## src/ffsa_pkg.sv

```systemverilog
package ffsa_pkg;

    // operation codes carried in the op field
    localparam logic [1:0] OP_ALLOC    = 2'd0;
    localparam logic [1:0] OP_FREE     = 2'd1;
    localparam logic [1:0] OP_LOOKUP   = 2'd2;
    localparam logic [1:0] OP_FREE_ALL = 2'd3;

    // result status codes
    localparam logic [1:0] ST_OK       = 2'd0;
    localparam logic [1:0] ST_NOSPACE  = 2'd1;
    localparam logic [1:0] ST_NOTFOUND = 2'd2;

    // which fields a result takes
    typedef enum logic [1:0] {
        RES_NONE        = 2'd0,
        RES_HIT_ADDR    = 2'd1,
        RES_HIT_ID_ADDR = 2'd2,
        RES_APPEND      = 2'd3
    } res_kind_t;

    // commands from the controller to the datapath
    typedef struct packed {
        logic      load;
        logic      scan;
        logic      shift_start;
        logic      shift;
        logic      wr_rem;
        logic      wr_take;
        logic      wr_append;
        logic      compact_start;
        logic      compact;
        logic      flush;
        logic      res_set;
        logic [1:0] res_status;
        res_kind_t res_kind;
        logic      out_load;
    } cmd_t;

    // status from the datapath to the controller
    typedef struct packed {
        logic [1:0] op;
        logic       need_zero;
        logic       scan_done;
        logic       hit;
        logic       owner_ok;
        logic       split_ok;
        logic       append_fail;
        logic       shift_done;
        logic       compact_done;
        logic       out_free;
    } sts_t;

endpackage

```

## src/ffsa_ctrl.sv

```systemverilog
module ffsa_ctrl (
    input  logic           aclk,
    input  logic           aresetn,
    input  logic           in_valid,
    output logic           in_ready,
    input  ffsa_pkg::sts_t sts,
    output ffsa_pkg::cmd_t cmd
);

    typedef enum logic [8:0] {
        S_IDLE    = 9'b000000001,
        S_SCAN    = 9'b000000010,
        S_SHIFT   = 9'b000000100,
        S_REM     = 9'b000001000,
        S_TAKE    = 9'b000010000,
        S_APPEND  = 9'b000100000,
        S_COMPACT = 9'b001000000,
        S_FLUSH   = 9'b010000000,
        S_RESP    = 9'b100000000
    } state_t;

    state_t state_reg, state_next;

    assign in_ready = (state_reg == S_IDLE);

    // sequencing of the request phases
    always_comb begin
        state_next     = state_reg;
        cmd            = '0;
        cmd.res_kind   = ffsa_pkg::RES_NONE;
        cmd.res_status = ffsa_pkg::ST_OK;
        case (state_reg)
            S_IDLE: begin
                if (in_valid) begin
                    cmd.load   = 1'b1;
                    state_next = S_SCAN;
                end
            end
            S_SCAN: begin
                if (sts.op == ffsa_pkg::OP_FREE_ALL) begin
                    state_next = S_COMPACT;
                end else if (sts.op == ffsa_pkg::OP_ALLOC && sts.need_zero) begin
                    cmd.res_set    = 1'b1;
                    cmd.res_status = ffsa_pkg::ST_NOSPACE;
                    state_next     = S_RESP;
                end else if (!sts.scan_done) begin
                    cmd.scan = 1'b1;
                end else begin
                    case (sts.op)
                        ffsa_pkg::OP_LOOKUP: begin
                            cmd.res_set = 1'b1;
                            if (sts.hit) begin
                                cmd.res_kind = ffsa_pkg::RES_HIT_ADDR;
                            end else begin
                                cmd.res_status = ffsa_pkg::ST_NOTFOUND;
                            end
                            state_next = S_RESP;
                        end
                        ffsa_pkg::OP_FREE: begin
                            if (sts.hit && sts.owner_ok) begin
                                cmd.compact_start = 1'b1;
                                state_next        = S_COMPACT;
                            end else begin
                                cmd.res_set    = 1'b1;
                                cmd.res_status = ffsa_pkg::ST_NOTFOUND;
                                state_next     = S_RESP;
                            end
                        end
                        default: begin
                            if (sts.hit) begin
                                if (sts.split_ok) begin
                                    cmd.shift_start = 1'b1;
                                    state_next      = S_SHIFT;
                                end else begin
                                    state_next = S_TAKE;
                                end
                            end else if (sts.append_fail) begin
                                cmd.res_set    = 1'b1;
                                cmd.res_status = ffsa_pkg::ST_NOSPACE;
                                state_next     = S_RESP;
                            end else begin
                                state_next = S_APPEND;
                            end
                        end
                    endcase
                end
            end
            S_SHIFT: begin
                if (sts.shift_done) begin
                    state_next = S_REM;
                end else begin
                    cmd.shift = 1'b1;
                end
            end
            S_REM: begin
                cmd.wr_rem = 1'b1;
                state_next = S_TAKE;
            end
            S_TAKE: begin
                cmd.wr_take  = 1'b1;
                cmd.res_set  = 1'b1;
                cmd.res_kind = ffsa_pkg::RES_HIT_ID_ADDR;
                state_next   = S_RESP;
            end
            S_APPEND: begin
                cmd.wr_append = 1'b1;
                cmd.res_set   = 1'b1;
                cmd.res_kind  = ffsa_pkg::RES_APPEND;
                state_next    = S_RESP;
            end
            S_COMPACT: begin
                if (sts.compact_done) begin
                    state_next = S_FLUSH;
                end else begin
                    cmd.compact = 1'b1;
                end
            end
            S_FLUSH: begin
                cmd.flush   = 1'b1;
                cmd.res_set = 1'b1;
                state_next  = S_RESP;
            end
            S_RESP: begin
                if (sts.out_free) begin
                    cmd.out_load = 1'b1;
                    state_next   = S_IDLE;
                end
            end
            default: begin
                state_next = S_IDLE;
            end
        endcase
    end

    // state register
    always_ff @(posedge aclk) begin
        if (!aresetn) begin
            state_reg <= S_IDLE;
        end else begin
            state_reg <= state_next;
        end
    end

endmodule

```

## config.mk

```make
export PLATFORM = sky130hd
export DESIGN_NAME = ffsa_ctrl
export DESIGN_NICKNAME = d
export VERILOG_FILES = /design/src/ffsa_pkg.sv /design/src/ffsa_ctrl.sv
export SDC_FILE = /design/constraint.sdc
export NUM_CORES = 1
export LEC_CHECK = 0
export BUFFER_PORTS_ARGS = -buffer_cell sky130_fd_sc_hd__buf_2
export CAP_MARGIN = 10
export CORE_UTILIZATION = 40
export CTS_CLUSTER_DIAMETER = 40
export CTS_CLUSTER_SIZE = 8
export DETAILED_ROUTE_END_ITERATION = 16
export PLACE_DENSITY = 0.73
export SLEW_MARGIN = 25
export SYNTH_ARGS = -nofsm -noshare
export SYNTH_HDL_FRONTEND = slang
export SYNTH_SLANG_ARGS = --single-unit
export TNS_END_PERCENT = 5
```

## constraint.sdc

```tcl
create_clock -name aclk -period 3.1 [get_ports aclk]
set_clock_uncertainty 0.2 [all_clocks]
set_input_delay 0.31 -clock aclk [delete_from_list [all_inputs] [get_ports aclk]]
set_output_delay 0.31 -clock aclk [all_outputs]
set_load 0.01 [all_outputs]
```

# == Word level (Yosys, flattened, before mapping) ==
# Cells that the tools add are included.
# word_totals
out_inout_bits,17
wordCells,77
regBits,9
# op_classes
n_reduce_logical,6
n_mux,53
eq_ne,17
# ops
operator,count
$mux 9,10
$pmux 9 s7,1
$mux 1,24
$pmux 9 s2,1
$mux 5,3
$mux 2,7
$mux 3,4
$eq 9x1->1 const B,1
$eq 9x2->1 const B,1
$eq 9x3->1 const B,1
$eq 9x4->1 const B,1
$eq 9x5->1 const B,1
$eq 9x6->1 const B,1
$eq 9x7->1 const B,1
$eq 9x8->1 const B,1
$eq 9x9->1 const B,1
$ne 2x2->1 const B,4
$pmux 2 s3,1
$pmux 3 s2,1
$reduce_and 5->1,1
$eq 2x2->1 const B,2
$ne 4x4->1 const B,1
$reduce_or 3->1,1
$eq 2x1->1 const B,1
4 further kinds,5

# == Depth between registers and ports, before layout ==
# logic_depth
word_depth,7
mapped_depth,7

# == Worst setup path before layout ==
# OpenSTA, ideal clock, no wires.
# synth_timing
kind,register to output
startpoint,register state_reg[4]
endpoint,output port cmd[4] (netlist name)
arrival_time_ns,1.506
slack_ns,1.084
stages_incl_launch_ff,6
path_buffers,0
path_cell_list,dfxtp_1 > nor4_4 > nand2_1 > nor2_1 > nand3_1 > nor3b_1
# synth_rtl
item,line,source
from (decl),ffsa_ctrl.sv:22,"state_t state_reg, state_next;"
from (signal assigned),ffsa_ctrl.sv:140,state_reg <= state_next;
to (decl),ffsa_ctrl.sv:7,output ffsa_pkg::cmd_t cmd

==> metrics.yaml <==
worst_path_max_delay_cell: "dfxtp_1"
r2r_slack_ps: 1170
async_reset_ff_share_pct: 0
final_area_um2: 1040
die_w_um: 48.0
final_nets: 163
grt_antenna_before_repair: 0
post-route-min-period_ps: 2490
antennaDiodeCount: 0
die_area_um2: 2300
hold_violations: 0
synthTopCellsByArea: "dfxtp_1 21%, nand3b_1 7.1%, nor2_1 6.2%, ha_1 5.9%, nand2_1 4.4%"
yosysMostFrequentCell: "nor2_1"
synth_cells: 112
wl_um: 2030
synth_top_area_share_pct: 21.3
synth_edf_count: 0
drive_above_1_share_pct: 26.4
ys_types: 41
core_area_um2: 1980
syn_area_um2: 846
cellLeakagePower_nw: 0.505
tns_ps: 0
grt_pass1_wl_um: 3120
crit_path_end_kind: "output port"
drt_first_pass_iters: 4
r2r_end: "state_reg[4]"
grt_max_degree: 12
row_count: 16
outcome: "completed"
path_delay_family: "simple AND/OR/NAND/NOR gates"
clk_pin_slew_ps: 60
crit_chain: "nor4_4, nand2_1, nor2_1, nand3_1, nor3b_1, buf_2"
sequentialPowerShare_pct: 42.4
ioPinCount: 31
placedCellCount: 167
gr-usage-all-layers_pct: 19.6
start_util_pct: 42.7
chipHeight_um: 48.0
yosys.area.top_type: "dfxtp_1"
crit_fanout: 11
max_cap_violations: 0
cts_buffers: 3
detailedPlace.worstSlack_ps: 896
viasPerCell: 5.53
critPathArrivalTime_ps: 1980
vdd_drop_max_mv: 0.182
pwr-share-comb_pct: 26.1
hold_path_class: "in2reg"
cp_num_buf_inv: 1
ctsResizeCount: 0
grt_pass1_vias: 736
crit_required_ps: 2590
hold_depth: 2
power.share.switching_pct: 31.6
drc: 0
finalCritPeriodShare_pct: 80.5
p_sw_mw: 0.0935
grt.overflow.total: 0
port_buffers: 30
yosysWarningCount: 0
drt-initial-drc-count: 17
post-route-util_pct: 52.5
start_kind: "flip-flop"
worstMarginPinSlew_ps: 447
ctsHoldBuffers: 0
yosys-top-cells-count: "14 x nor2_1, 10 x nand2_1, 9 x dfxtp_1"
pwr-share-clk_pct: 31.5
grt_setup_unrepaired: "no"
critPathKind: "reg2out"
cts_num_sinks: 9
r2r-start: "state_reg[6]"
yosysSeqAreaShare_pct: 21.3
clock_latency_ps: 270
internal-power_mw: 0.202
hpwl_um: 1620
drv_slew: 0
setup_viol: 0
stdcell_count: 171
antenna_left: 0
ys_ff_latch: 9
max_freq_mhz: 401
post_cts_buffers: 0
avgSynthCellArea_um2: 7.55
cts_buffer_depth: 2
ff2ff_path_depth: 5
area_growth_pct: 22.9
min_from: "aresetn"
cts_max_level: 1
cts_tree: "done"
syn_nets: 130
routabilityCongestion: 0.883
wire_per_inst_um: 11.9
vias: 945
cts-root-buf: "clkbuf_4"
placed_cell_area_um2: 1010
largest_reg_flops: 9
relSlewSlack_pct: 70.0
min_to: "state_reg[8]"
max_stage_delay_ps: 430
ys.flop_type: "dfxtp_1"
powerDensity_nw_per_um2: 285
worst_slack_ps: 606
[cells in the final DEF, fill, tap and decap left out, types with 2 or more instances in the layout]
cell type,count
a211oi_1,2
a21oi_1,3
and3_1,2
buf_2,30
clkbuf_4,3
dfxtp_1,9
ha_1,4
inv_1,6
nand2_1,10
nand2b_1,3
nand3_1,3
nand3b_1,8
nand4_1,2
nor2_1,14
nor2b_1,4
nor3_1,4
nor3_2,2
nor3b_1,5
nor4_1,2
o211ai_1,2
o21ai_0,4
or3_1,2
[layer usage]
layer	vias up	part of all wire [%]	GRT usage (%)
met2	35	47	29.7
met4	0	0.44	6.67
met3	2	6.9	6.79
li1	478	-	-
met1	430	46	25.8
met5	-	0	0
[per-stage QoR]
step	power, mW	hold slack, ps
after detailed placement	0.204	373
after floorplan	0.177	228
after global placement	0.203	354
final	0.296	103
after CTS	0.298	92.1
after global routing	0.313	94.7
[cells by family (layout without fill, tap and decap cells)]
kind of cell,count (synthesis),count (layout),share of synthesized area [%]
xor+xnor,2,2,2.07
compound gates,21,21,18.2
fa+ha+maj,4,4,5.92
simple gates,67,67,47.5
buf+inv,9,41,5.03
flops,9,9,21.3
[power groups by stage]
stage,clock network (mW),logic (mW),registers [mW]
global placement,0,0.0753,0.128
CTS,0.0968,0.0765,0.125
detailed placement,0,0.0760,0.128
floorplan,0,0.0511,0.126
global route,0.102,0.0857,0.126
finish,0.0933,0.0771,0.126
[layout make-up]
class	count	area, µm²
Inverter	7	26.3
Multi-Input combinational cell	94	623
Timing Repair Buffer	30	150
Sequential cell	9	180
Clock buffer	4	26.3
Fill cell	197	942
Tap cell	27	33.8
[worst max path at each step]
stage               cells after the start          from  endpoint  slack [ps]
floorplan                               5  state_reg[4]    cmd[4]        1080
CTS                                     6  state_reg[6]    cmd[4]         600
finish                                  6  state_reg[6]    cmd[4]         610
global placement                        6  state_reg[6]    cmd[4]         940
global route                            6  state_reg[6]    cmd[4]         390
detailed placement                      6  state_reg[6]    cmd[4]         900
(Power assumes the default switching activity.)
